## src/design/tst_pkg.sv

```systemverilog
// ----------------------------------------------------------------------------
// tst_pkg: shared types and codes for the timer slot table
// Command codes, result kinds, slot status codes and the operand word of the
// shared add/subtract unit.
// ----------------------------------------------------------------------------
package tst_pkg;

  // field widths
  localparam int DATA_W      = 16;
  localparam int SLOT_ID_W   = 3;
  localparam int CMD_W       = 2;
  localparam int KIND_W      = 2;
  localparam int STATUS_W    = 2;

  // only slots with a 3-bit id can be addressed
  localparam int ADDRESSABLE = 8;

  // command codes
  localparam logic [CMD_W-1:0] CMD_REGISTER = 2'd0;
  localparam logic [CMD_W-1:0] CMD_START    = 2'd1;
  localparam logic [CMD_W-1:0] CMD_STOP     = 2'd2;
  localparam logic [CMD_W-1:0] CMD_TICK     = 2'd3;

  // result kinds
  localparam logic [KIND_W-1:0] KIND_ACK      = 2'd0;
  localparam logic [KIND_W-1:0] KIND_REGISTER = 2'd1;
  localparam logic [KIND_W-1:0] KIND_FIRED    = 2'd2;

  // slot status codes
  localparam logic [STATUS_W-1:0] ST_UNASSIGNED = 2'd0;
  localparam logic [STATUS_W-1:0] ST_STOPPED    = 2'd1;
  localparam logic [STATUS_W-1:0] ST_RUNNING    = 2'd2;

  // request to the shared add/subtract unit
  typedef struct packed {
    logic [DATA_W-1:0] a;
    logic [DATA_W-1:0] b;
    logic              sub;
  } addsub_req_t;

endpackage

```

## src/design/timer_slot_table.sv

```systemverilog
// ----------------------------------------------------------------------------
// timer_slot_table: table of software timer slots
// A command is taken when start is high and busy is low. Register and tick
// scan the slots one per cycle through a small sequencer, tick pausing for
// a re-arm step after each timer that fires; one shared add/subtract unit
// does the expiry test, the re-arm and the start deadline. Start and stop
// run a single execute step; register scans until it finds an unassigned
// slot or reaches the last; tick scans all S = min(NUM_TIMERS, 8) slots,
// re-arming each timer that fires, and then a finish step sends the last
// word. Each result word appears on the out_ ports for exactly one cycle
// with out_valid high and must be taken then: there is no way to hold
// results off. The final result of a command shows out_last high, and
// appears in the same cycle that busy drops.
// ----------------------------------------------------------------------------
module timer_slot_table import tst_pkg::*; #(
  parameter int NUM_TIMERS    = 8,
  parameter int EXPIRY_WINDOW = 32768
) (
  input  logic                 clk,
  input  logic                 rst_n,
  input  logic                 start,
  output logic                 busy,
  input  logic [CMD_W-1:0]     in_command,
  input  logic [SLOT_ID_W-1:0] in_timer_id,
  input  logic [DATA_W-1:0]    in_duration,
  input  logic                 in_repeat_flag,
  input  logic [DATA_W-1:0]    in_event_id,
  output logic                 out_valid,
  output logic [KIND_W-1:0]    out_result_kind,
  output logic [SLOT_ID_W-1:0] out_slot_id,
  output logic [DATA_W-1:0]    out_fired_event,
  output logic                 out_register_failed,
  output logic [DATA_W-1:0]    out_system_time,
  output logic                 out_last
);

  localparam int SLOTS  = (NUM_TIMERS < ADDRESSABLE) ? NUM_TIMERS : ADDRESSABLE;
  localparam int IDX_W  = (SLOTS > 1) ? $clog2(SLOTS) : 1;
  localparam int DIFF_W = DATA_W + 1;
  localparam logic [IDX_W-1:0]  LAST_IDX = IDX_W'(SLOTS - 1);
  localparam logic [DIFF_W-1:0] WINDOW   = DIFF_W'(EXPIRY_WINDOW);
  localparam logic [SLOT_ID_W:0] SLOT_LIMIT = (SLOT_ID_W+1)'(SLOTS);

  typedef enum logic [4:0] {
    S_IDLE   = 5'b00001,
    S_EXEC   = 5'b00010,
    S_SCAN   = 5'b00100,
    S_REARM  = 5'b01000,
    S_FINISH = 5'b10000
  } state_t;

  state_t                state_r, state_nxt;
  logic [CMD_W-1:0]      cmd_r;
  logic [SLOT_ID_W-1:0]  id_r;
  logic [DATA_W-1:0]     dur_r;
  logic                  rep_r;
  logic [DATA_W-1:0]     ev_r;
  logic [IDX_W-1:0]      idx_r, idx_nxt;
  logic [DATA_W-1:0]     now_r, now_nxt;

  logic [STATUS_W-1:0]   status_r   [SLOTS];
  logic [DATA_W-1:0]     deadline_r [SLOTS];
  logic [DATA_W-1:0]     period_r   [SLOTS];
  logic [DATA_W-1:0]     event_r    [SLOTS];

  logic                  pend_valid_r, pend_valid_nxt;
  logic [IDX_W-1:0]      pend_slot_r, pend_slot_nxt;
  logic [DATA_W-1:0]     pend_event_r, pend_event_nxt;

  logic                  out_valid_r;
  logic [KIND_W-1:0]     out_kind_r;
  logic [SLOT_ID_W-1:0]  out_slot_r;
  logic [DATA_W-1:0]     out_event_r;
  logic                  out_failed_r;
  logic                  out_last_r;

  logic                  emit;
  logic [KIND_W-1:0]     emit_kind;
  logic [SLOT_ID_W-1:0]  emit_slot;
  logic [DATA_W-1:0]     emit_event;
  logic                  emit_failed;
  logic                  emit_last;

  logic                  st_we;
  logic [STATUS_W-1:0]   st_wdata;
  logic                  dl_we;
  logic                  arm_we;
  logic [IDX_W-1:0]      wr_idx;

  logic                  accept;
  logic                  id_ok;
  logic [IDX_W-1:0]      id_idx;
  logic                  fires;
  addsub_req_t           alu_req;
  logic [DIFF_W-1:0]     alu_sum;

  assign accept = start && (state_r == S_IDLE);
  assign busy   = (state_r != S_IDLE);
  assign id_ok  = ({1'b0, id_r} < SLOT_LIMIT);
  assign id_idx = id_r[IDX_W-1:0];

  // operand select for the shared unit
  always_comb begin
    alu_req.a   = now_r;
    alu_req.b   = dur_r;
    alu_req.sub = 1'b0;
    case (state_r)
      S_SCAN: begin
        alu_req.b   = deadline_r[idx_r];
        alu_req.sub = 1'b1;
      end
      S_REARM: begin
        alu_req.b = period_r[idx_r];
      end
      default: begin
        alu_req.b = dur_r;
      end
    endcase
  end

  tst_addsub u_addsub (
    .req (alu_req),
    .sum (alu_sum)
  );

  // expiry test: difference inside the window and no borrow (now >= deadline)
  assign fires = (status_r[idx_r] == ST_RUNNING) &&
                 ({1'b0, alu_sum[DATA_W-1:0]} < WINDOW) && alu_sum[DATA_W];

  // sequencer
  always_comb begin
    state_nxt      = state_r;
    idx_nxt        = idx_r;
    now_nxt        = now_r;
    pend_valid_nxt = pend_valid_r;
    pend_slot_nxt  = pend_slot_r;
    pend_event_nxt = pend_event_r;
    emit           = 1'b0;
    emit_kind      = KIND_ACK;
    emit_slot      = '0;
    emit_event     = '0;
    emit_failed    = 1'b0;
    emit_last      = 1'b0;
    st_we          = 1'b0;
    st_wdata       = ST_STOPPED;
    dl_we          = 1'b0;
    arm_we         = 1'b0;
    wr_idx         = idx_r;
    case (state_r)
      S_IDLE: begin
        if (accept) begin
          idx_nxt        = '0;
          pend_valid_nxt = 1'b0;
          case (in_command)
            CMD_REGISTER: state_nxt = S_SCAN;
            CMD_TICK: begin
              state_nxt = S_SCAN;
              now_nxt   = now_r + 1'b1;
            end
            default: state_nxt = S_EXEC;
          endcase
        end
      end
      S_EXEC: begin
        emit      = 1'b1;
        emit_last = 1'b1;
        wr_idx    = id_idx;
        if (id_ok) begin
          if (cmd_r == CMD_START) begin
            if (status_r[id_idx] == ST_STOPPED) begin
              st_we    = 1'b1;
              st_wdata = ST_RUNNING;
              dl_we    = 1'b1;
              arm_we   = 1'b1;
            end
          end else begin
            st_we = 1'b1;
          end
        end
        state_nxt = S_IDLE;
      end
      S_SCAN: begin
        if (cmd_r == CMD_REGISTER) begin
          // first unassigned slot wins
          if (status_r[idx_r] == ST_UNASSIGNED) begin
            st_we     = 1'b1;
            emit      = 1'b1;
            emit_kind = KIND_REGISTER;
            emit_slot = SLOT_ID_W'(idx_r);
            emit_last = 1'b1;
            state_nxt = S_IDLE;
          end else if (idx_r == LAST_IDX) begin
            emit        = 1'b1;
            emit_kind   = KIND_REGISTER;
            emit_failed = 1'b1;
            emit_last   = 1'b1;
            state_nxt   = S_IDLE;
          end else begin
            idx_nxt = idx_r + 1'b1;
          end
        end else begin
          // tick: hold each fired word back until the next one is known
          if (fires) begin
            if (pend_valid_r) begin
              emit       = 1'b1;
              emit_kind  = KIND_FIRED;
              emit_slot  = SLOT_ID_W'(pend_slot_r);
              emit_event = pend_event_r;
            end
            pend_valid_nxt = 1'b1;
            pend_slot_nxt  = idx_r;
            pend_event_nxt = event_r[idx_r];
            state_nxt      = S_REARM;
          end else if (idx_r == LAST_IDX) begin
            state_nxt = S_FINISH;
          end else begin
            idx_nxt = idx_r + 1'b1;
          end
        end
      end
      S_REARM: begin
        // one-shot stops, periodic gets now + period
        if (period_r[idx_r] == '0) begin
          st_we = 1'b1;
        end else begin
          dl_we = 1'b1;
        end
        if (idx_r == LAST_IDX) begin
          state_nxt = S_FINISH;
        end else begin
          idx_nxt   = idx_r + 1'b1;
          state_nxt = S_SCAN;
        end
      end
      S_FINISH: begin
        emit      = 1'b1;
        emit_last = 1'b1;
        if (pend_valid_r) begin
          emit_kind  = KIND_FIRED;
          emit_slot  = SLOT_ID_W'(pend_slot_r);
          emit_event = pend_event_r;
        end
        state_nxt = S_IDLE;
      end
      default: begin
        state_nxt = S_IDLE;
      end
    endcase
  end

  // control registers
  always_ff @(posedge clk) begin
    if (!rst_n) begin
      state_r      <= S_IDLE;
      idx_r        <= '0;
      now_r        <= '0;
      pend_valid_r <= 1'b0;
      out_valid_r  <= 1'b0;
    end else begin
      state_r      <= state_nxt;
      idx_r        <= idx_nxt;
      now_r        <= now_nxt;
      pend_valid_r <= pend_valid_nxt;
      out_valid_r  <= emit;
    end
  end

  // command capture, pending fired word and result word
  always_ff @(posedge clk) begin
    if (accept) begin
      cmd_r <= in_command;
      id_r  <= in_timer_id;
      dur_r <= in_duration;
      rep_r <= in_repeat_flag;
      ev_r  <= in_event_id;
    end
    pend_slot_r  <= pend_slot_nxt;
    pend_event_r <= pend_event_nxt;
    if (emit) begin
      out_kind_r   <= emit_kind;
      out_slot_r   <= emit_slot;
      out_event_r  <= emit_event;
      out_failed_r <= emit_failed;
      out_last_r   <= emit_last;
    end
  end

  // slot status and deadline, cleared by reset
  always_ff @(posedge clk) begin
    if (!rst_n) begin
      for (int i = 0; i < SLOTS; i++) begin
        status_r[i]   <= ST_UNASSIGNED;
        deadline_r[i] <= '0;
      end
    end else begin
      if (st_we) begin
        status_r[wr_idx] <= st_wdata;
      end
      if (dl_we) begin
        deadline_r[wr_idx] <= alu_sum[DATA_W-1:0];
      end
    end
  end

  // period and event, written by start
  always_ff @(posedge clk) begin
    if (arm_we) begin
      period_r[wr_idx] <= rep_r ? dur_r : '0;
      event_r[wr_idx]  <= ev_r;
    end
  end

  assign out_valid           = out_valid_r;
  assign out_result_kind     = out_kind_r;
  assign out_slot_id         = out_slot_r;
  assign out_fired_event     = out_event_r;
  assign out_register_failed = out_failed_r;
  assign out_system_time     = now_r;
  assign out_last            = out_last_r;

endmodule

```

## src/design/tst_addsub.sv

```systemverilog
// ----------------------------------------------------------------------------
// tst_addsub: shared 16-bit add/subtract unit
// Gives a + b, or a - b with the carry out set when a >= b (unsigned).
// ----------------------------------------------------------------------------
module tst_addsub import tst_pkg::*; (
  input  addsub_req_t     req,
  output logic [DATA_W:0] sum
);

  logic [DATA_W-1:0] b_op;

  // invert b for subtract, carry in supplies the +1
  assign b_op = req.sub ? ~req.b : req.b;
  assign sum  = {1'b0, req.a} + {1'b0, b_op} + (DATA_W+1)'(req.sub);

endmodule

```

## config.mk

```make
export PLATFORM = sky130hd
export DESIGN_NAME = timer_slot_table
export DESIGN_NICKNAME = d
export VERILOG_FILES = /design/src/design/tst_pkg.sv /design/src/design/timer_slot_table.sv /design/src/design/tst_addsub.sv
export SDC_FILE = /design/constraint.sdc
export NUM_CORES = 1
export LEC_CHECK = 0
export BUFFER_PORTS_ARGS = -buffer_cell sky130_fd_sc_hd__buf_2
export CAP_MARGIN = 20
export CORE_MARGIN = 1.5
export CORE_UTILIZATION = 50
export DETAILED_ROUTE_END_ITERATION = 8
export PLACE_DENSITY = 0.69
export SLEW_MARGIN = 20
export SYNTH_ARGS = -nofsm -noshare
export SYNTH_HDL_FRONTEND = slang
export SYNTH_HIERARCHICAL = 1
export SYNTH_SLANG_ARGS = --single-unit
```

## constraint.sdc

```tcl
create_clock -name clk -period 5.8 [get_ports clk]
set_clock_uncertainty 0.2 [all_clocks]
set_input_delay 0.29 -clock clk [delete_from_list [all_inputs] [get_ports clk]]
set_output_delay 0.29 -clock clk [all_outputs]
set_load 0.01 [all_outputs]
```

# Yosys cells after proc, flatten, opt, wreduce, memory -nomap -nowiden
# Memories as Yosys holds them, arrays and structs flattened. A register that Yosys moved wholly into a read port is not among the register bits.
# Index checks and enable logic that the tools add are counted.
# word_totals
ff_bits	90
ramBits	400
in_bits	41
output_inout_bits	41
elab_cells	147
n_memories	4
# memory_table
memory	words	width	rd	rd_clocked_by_memory_dff	wr	line_no	rtl
deadline_r	8	16	1	1	8	timer_slot_table.sv:62	logic [DATA_W-1:0] deadline_r [SLOTS];
event_r	8	16	1	1	1	timer_slot_table.sv:64	logic [DATA_W-1:0] event_r [SLOTS];
period_r	8	16	1	1	1	timer_slot_table.sv:63	logic [DATA_W-1:0] period_r [SLOTS];
status_r	8	2	2	2	8	timer_slot_table.sv:61	logic [STATUS_W-1:0] status_r [SLOTS];
# op_classes
addsub	4
n_lt_le_gt_ge	1
eq_ne	18
muxes	82
bitwise_logic	3
reduce_logical	19
# ops
op	count
2-to-1 mux 16 bit	6
case mux 16 bit (2 select lines)	2
2-to-1 mux 3 bit	20
2-to-1 mux 5 bit	7
2-to-1 mux 1 bit	31
adder 16 x 16 -> 17 bit	1
adder 17 x 1 -> 17 bit	1
adder 16 x 1 -> 16 bit, second input constant	1
zero test 16 bit	1
less-than comparator 16 bit, second input constant	1
NOT 16 bit	1
OR reduction 16 bit	1
case mux 5 bit (3 select lines)	1
2-to-1 mux 2 bit	7
case mux 3 bit (3 select lines)	1
AND reduction 3 bit	3
inequality test 4 bit, second input constant	2
case mux 1 bit (2 select lines)	4
AND reduction 4 bit	2
zero test 2 bit	3
inequality test 2 bit, second input constant	3
inequality test 3 bit, second input constant	2
case mux 3 bit (2 select lines)	1
OR reduction 2 bit	3
other kinds (17)	22

# Depth between registers and ports, before layout
# depth
word_depth	14
mapped_depth	22
depth_no_buf	17

# By module
# Netlist, hierarchy kept.
# by_module_without_submodules
module	instances	cells_each	area_per_inst_um2	seq_area_each_um2
timer_slot_table	1	1222	20714.9	15054.4
tst_addsub	1	151	1087.3	0.0

# Worst setup path after synthesis
# OpenSTA, ideal clock, no wires.
# synth_path
path_type	flip-flop to flip-flop
startpoint	register with a tool-made name
endpoint	register out_event_r[0], in the netlist out_fired_event[0] (enable)
setup_time_ns	0.380
t_arrival_ns	5.342
required_ns	5.220
path_slack_ns	-0.122
stages_incl_launch_ff	20
n_path_buf	4
path_cell_list	dfxtp_1 -> buf_2 -> buf_2 -> buf_1 -> mux4_2 -> mux2i_1 -> o221ai_1 -> mux2_2 -> inv_1 -> fa_1 -> nor2b_1 -> o211ai_1 -> a21oi_2 -> nor3b_1 -> o31ai_1 -> nor2b_1 -> and4b_1 -> clkbuf_1 -> nand2_1 -> nand2_1
# synth_lines
element	line_no	rtl
end signal: assignment	timer_slot_table.sv:282	out_event_r <= emit_event;
end: declaration	timer_slot_table.sv:73	logic [DATA_W-1:0] out_event_r;

==> qor.txt <==
status: finished clean
first drt pass iteration count: 5
clock transition at the registers of the reported paths: 0.06 ns
GPL Wtd Cong: 0.941
core footprint: 43100 µm²
Setup Buffers After CTS: 0
Bufs and invs on worst path: 2
Setup TNS: 0 ns
post-synth net total: 1435
cts bufs inserted: 51
I/O pin cnt: 82
CP delay by family, top: compound AO/OA/AOI/OAI gates
remaining antenna violation count: 0
Die X: 212 µm
synthesis-to-layout area growth: 14.8%
Fin Hold WS: 0.0359 ns
FF+latch count, synth: 512
Critical Path Source Type: flop
clock latency on the worst-skew pair: 0.60 ns
CTS tree: yes
crit path DAT: 5.61 ns
wire length per cell: 23.7 µm
Layout Utilization: 58.1%
unrepaired setup endpoints after global routing: false
Synth top area share: 66.1%
Reg2Reg Setup Slack: 0.51 ns
CP Capture Type: flop
Peak VDD IR: 0.000233 V
syn avg cell area: 15.9 µm²
die area: 44900 µm²
hold path startpoint: rst_n
crit-path most repeated cell: xor2_1
required time of the critical path: 6.12 ns
slew margin rel.: 26.4%
Worst Path Max Fanout: 18
largest area contributor in the netlist: edfxtp_1
min cycle time layout: 5.29 ns
Placed Cells: 1989
largest net degree at the start of global routing: 53
leakage: 8.38 nW
H-tree Lvls: 2
DRT iter0 DRCs: 1234
hold path depth: 3
Nets: 1558
WS Path Type: reg2reg
DRC: 0
WHS Endpoint: state_r[0]
Routed WL: 50300 µm
Cell Area, Placed: 22900 µm²
Slew @ Worst Pin: 1.10 ns
Hold WC Path Type: in2reg
Slowest-stage cell, CP: dfxtp_2
Critical Path, Cell by Cell: buf_4 > mux2i_1 > buf_4 > o221ai_1 > xor2_1 > ha_1 > a21oi_1 > o21ai_0 > a2111oi_0 > o21ai_1 > xor2_1 > nor2b_1 > and4b_1 > or4_1 > xor2_1 > nor2_1
maxcap violations: 0
Cell Area, Synth: 21800 µm²
cell depth of the worst setup path: 16
ys async rst share: 0%
Synth Instances: 1373
cells on worst reg2reg path: 16
Pwr Density: 329 nW/µm²
Final Hold Fails: 0
initial antenna violation count: 1
layout cells sized above 1: 22.3%
PortBufs: 81
Vias/cell: 5.86
final setup vio count: 0
CP peak stage delay: 0.72 ns
Rows: 76
Synth area leaders: edfxtp_1, mux4_2, nor2_1
Initial Util: 50.6%
number of flops mapped to enable cells by yosys: 480
CTS root buf: clkbuf_16
vias in the first global route: 12200
die height: 212 µm
post-cts sizing count: 0
global-route wire length before repair: 75500 µm
aggregate global routing overflow: 0
HPWL Detailed: 31200 µm
total number of vias: 12400
Distinct cells, synth: 69
Final Cycle Share: 91.2%
Max Fclk: 189 MHz
Synth Warn #: 6
Sink Count: 512
Seq/Total Area, Yosys: 69.1%
Post-Layout Inst Area: 25000 µm²
Final Slew Violations: 0
global-route usage over all layers: 23.1%
CTS max path bufs: 3
fin cells: 2124
reg2reg end: idx_r[0]
top_reg_cell synth: edfxtp_1
## cell usage after synthesis (all sizes together), types with 5 or more instances
| cell | number |
|---|---|
| nand2b | 5 |
| xnor2 | 12 |
| nand3b | 5 |
| buf | 50 |
| nor3 | 16 |
| nor2b | 7 |
| clkbuf | 38 |
| nand3 | 15 |
| o21ai | 19 |
| mux2i | 36 |
| a211oi | 10 |
| or3 | 7 |
| o221ai | 16 |
| and2 | 37 |
| and3 | 8 |
| or2 | 6 |
| nor2 | 180 |
| mux4 | 100 |
| nand4 | 12 |
| ha | 20 |
| xor2 | 29 |
| inv | 17 |
| dfxtp | 32 |
| edfxtp | 480 |
| nand2 | 114 |
| a2bb2oi | 8 |
| a21oi | 29 |
| o21a | 7 |
## registers in the layout (all words and copies together) (netlist names), 5 cells and up, named ones only
name,count
out_system_time,16
out_fired_event,16
state_r,5
deadline_r,128
pend_event_r,16
period_r,128
status_r,16
event_r,128
dur_r,16
ev_r,16
## cell usage in the layout, fill, tap and decap left out, types with 9 or more instances in the layout
cell           instances
clkbuf_16             51
clkbuf_1               9
xnor2_1               12
nand3_1               15
nand2_1              114
nor3_1                16
nor2_4                 9
buf_2                 81
dlygate4sd3_1         39
xor2_1                29
nor2_1               171
o221ai_1              16
mux4_2               100
and2_1                35
dfxtp_1               28
edfxtp_1             480
clkinv_2               9
ha_1                  20
inv_1                 17
buf_4                 36
a21oi_1               28
o21ai_0               17
bufinv_16             10
nand4_1               12
mux2i_1               36
clkinv_1              11
## repair_timing
action	4_1_cts	5_1_grt
endpoints found under the setup margin	0	0
hold buffers	39	0
hold endpoints to repair	44	0
## cell type report
| type | instances | area [µm²] |
|---|---|---|
| diodes | 1 | 2.50 |
| fillers | 3265 | 18000 |
| clock inverters | 35 | 465 |
| repair buffers | 158 | 1110 |
| flip-flops and latches | 512 | 15100 |
| multi-input cells | 754 | 6280 |
| well taps | 585 | 732 |
| inverters | 19 | 71.3 |
| clock buffers | 60 | 1310 |
## per-layer routing
metal  share of wire [%]  vias up  track usage, %
li1                    -     5504               -
met1                  41     6282            32.6
met2                  47      577            35.9
met3                 9.0       80            4.69
met4                 2.4        2            7.91
met5               0.026        -               0
## logic make-up (layout without fill, tap and decap cells)
group,Yosys count,after routing,share of synthesized area [%]
other,0,1,0
AO/OA/AOI/OAI,123,123,4.45
flip-flops,512,512,69.1
adder cells (fa/ha/maj),21,21,1.24
buffers and inverters,107,272,2.46
XOR/XNOR,41,41,1.65
AND/OR/NAND/NOR,429,429,8.96
multiplexers,140,140,12.2
## tightest hold or removal path: cells and delay by family
kind	cells	cell delay, ns
buffers and inverters	2	0.36
AO/OA/AOI/OAI	1	0.13
## through the flow
| stage | power [W] | worst slack (ns) |
|---|---|---|
| 2_1_floorplan | 0.00465 | 0.233 |
| 3_3_place_gp | 0.00484 | 0.508 |
| 3_5_place_dp | 0.00485 | 0.559 |
| 4_1_cts | 0.00830 | 0.523 |
| 5_1_grt | 0.00850 | 0.256 |
| 6_report | 0.00825 | 0.509 |
## worst max path at each step
stage,startpoint,to
after global placement,flop,out_fired_event[5]
final,flop,idx_r[0]
after floorplan,flop,out_fired_event[0]
after detailed placement,flop,out_fired_event[12]
after global routing,flop,idx_r[0]
after CTS,flop,idx_r[0]
## where the power goes
part / internal, W / switching [W]
clock network: 0.00207 / 0.00139
registers: 0.00413 / 0.0000636
logic: 0.000244 / 0.000349
(Power assumes the default switching activity.)
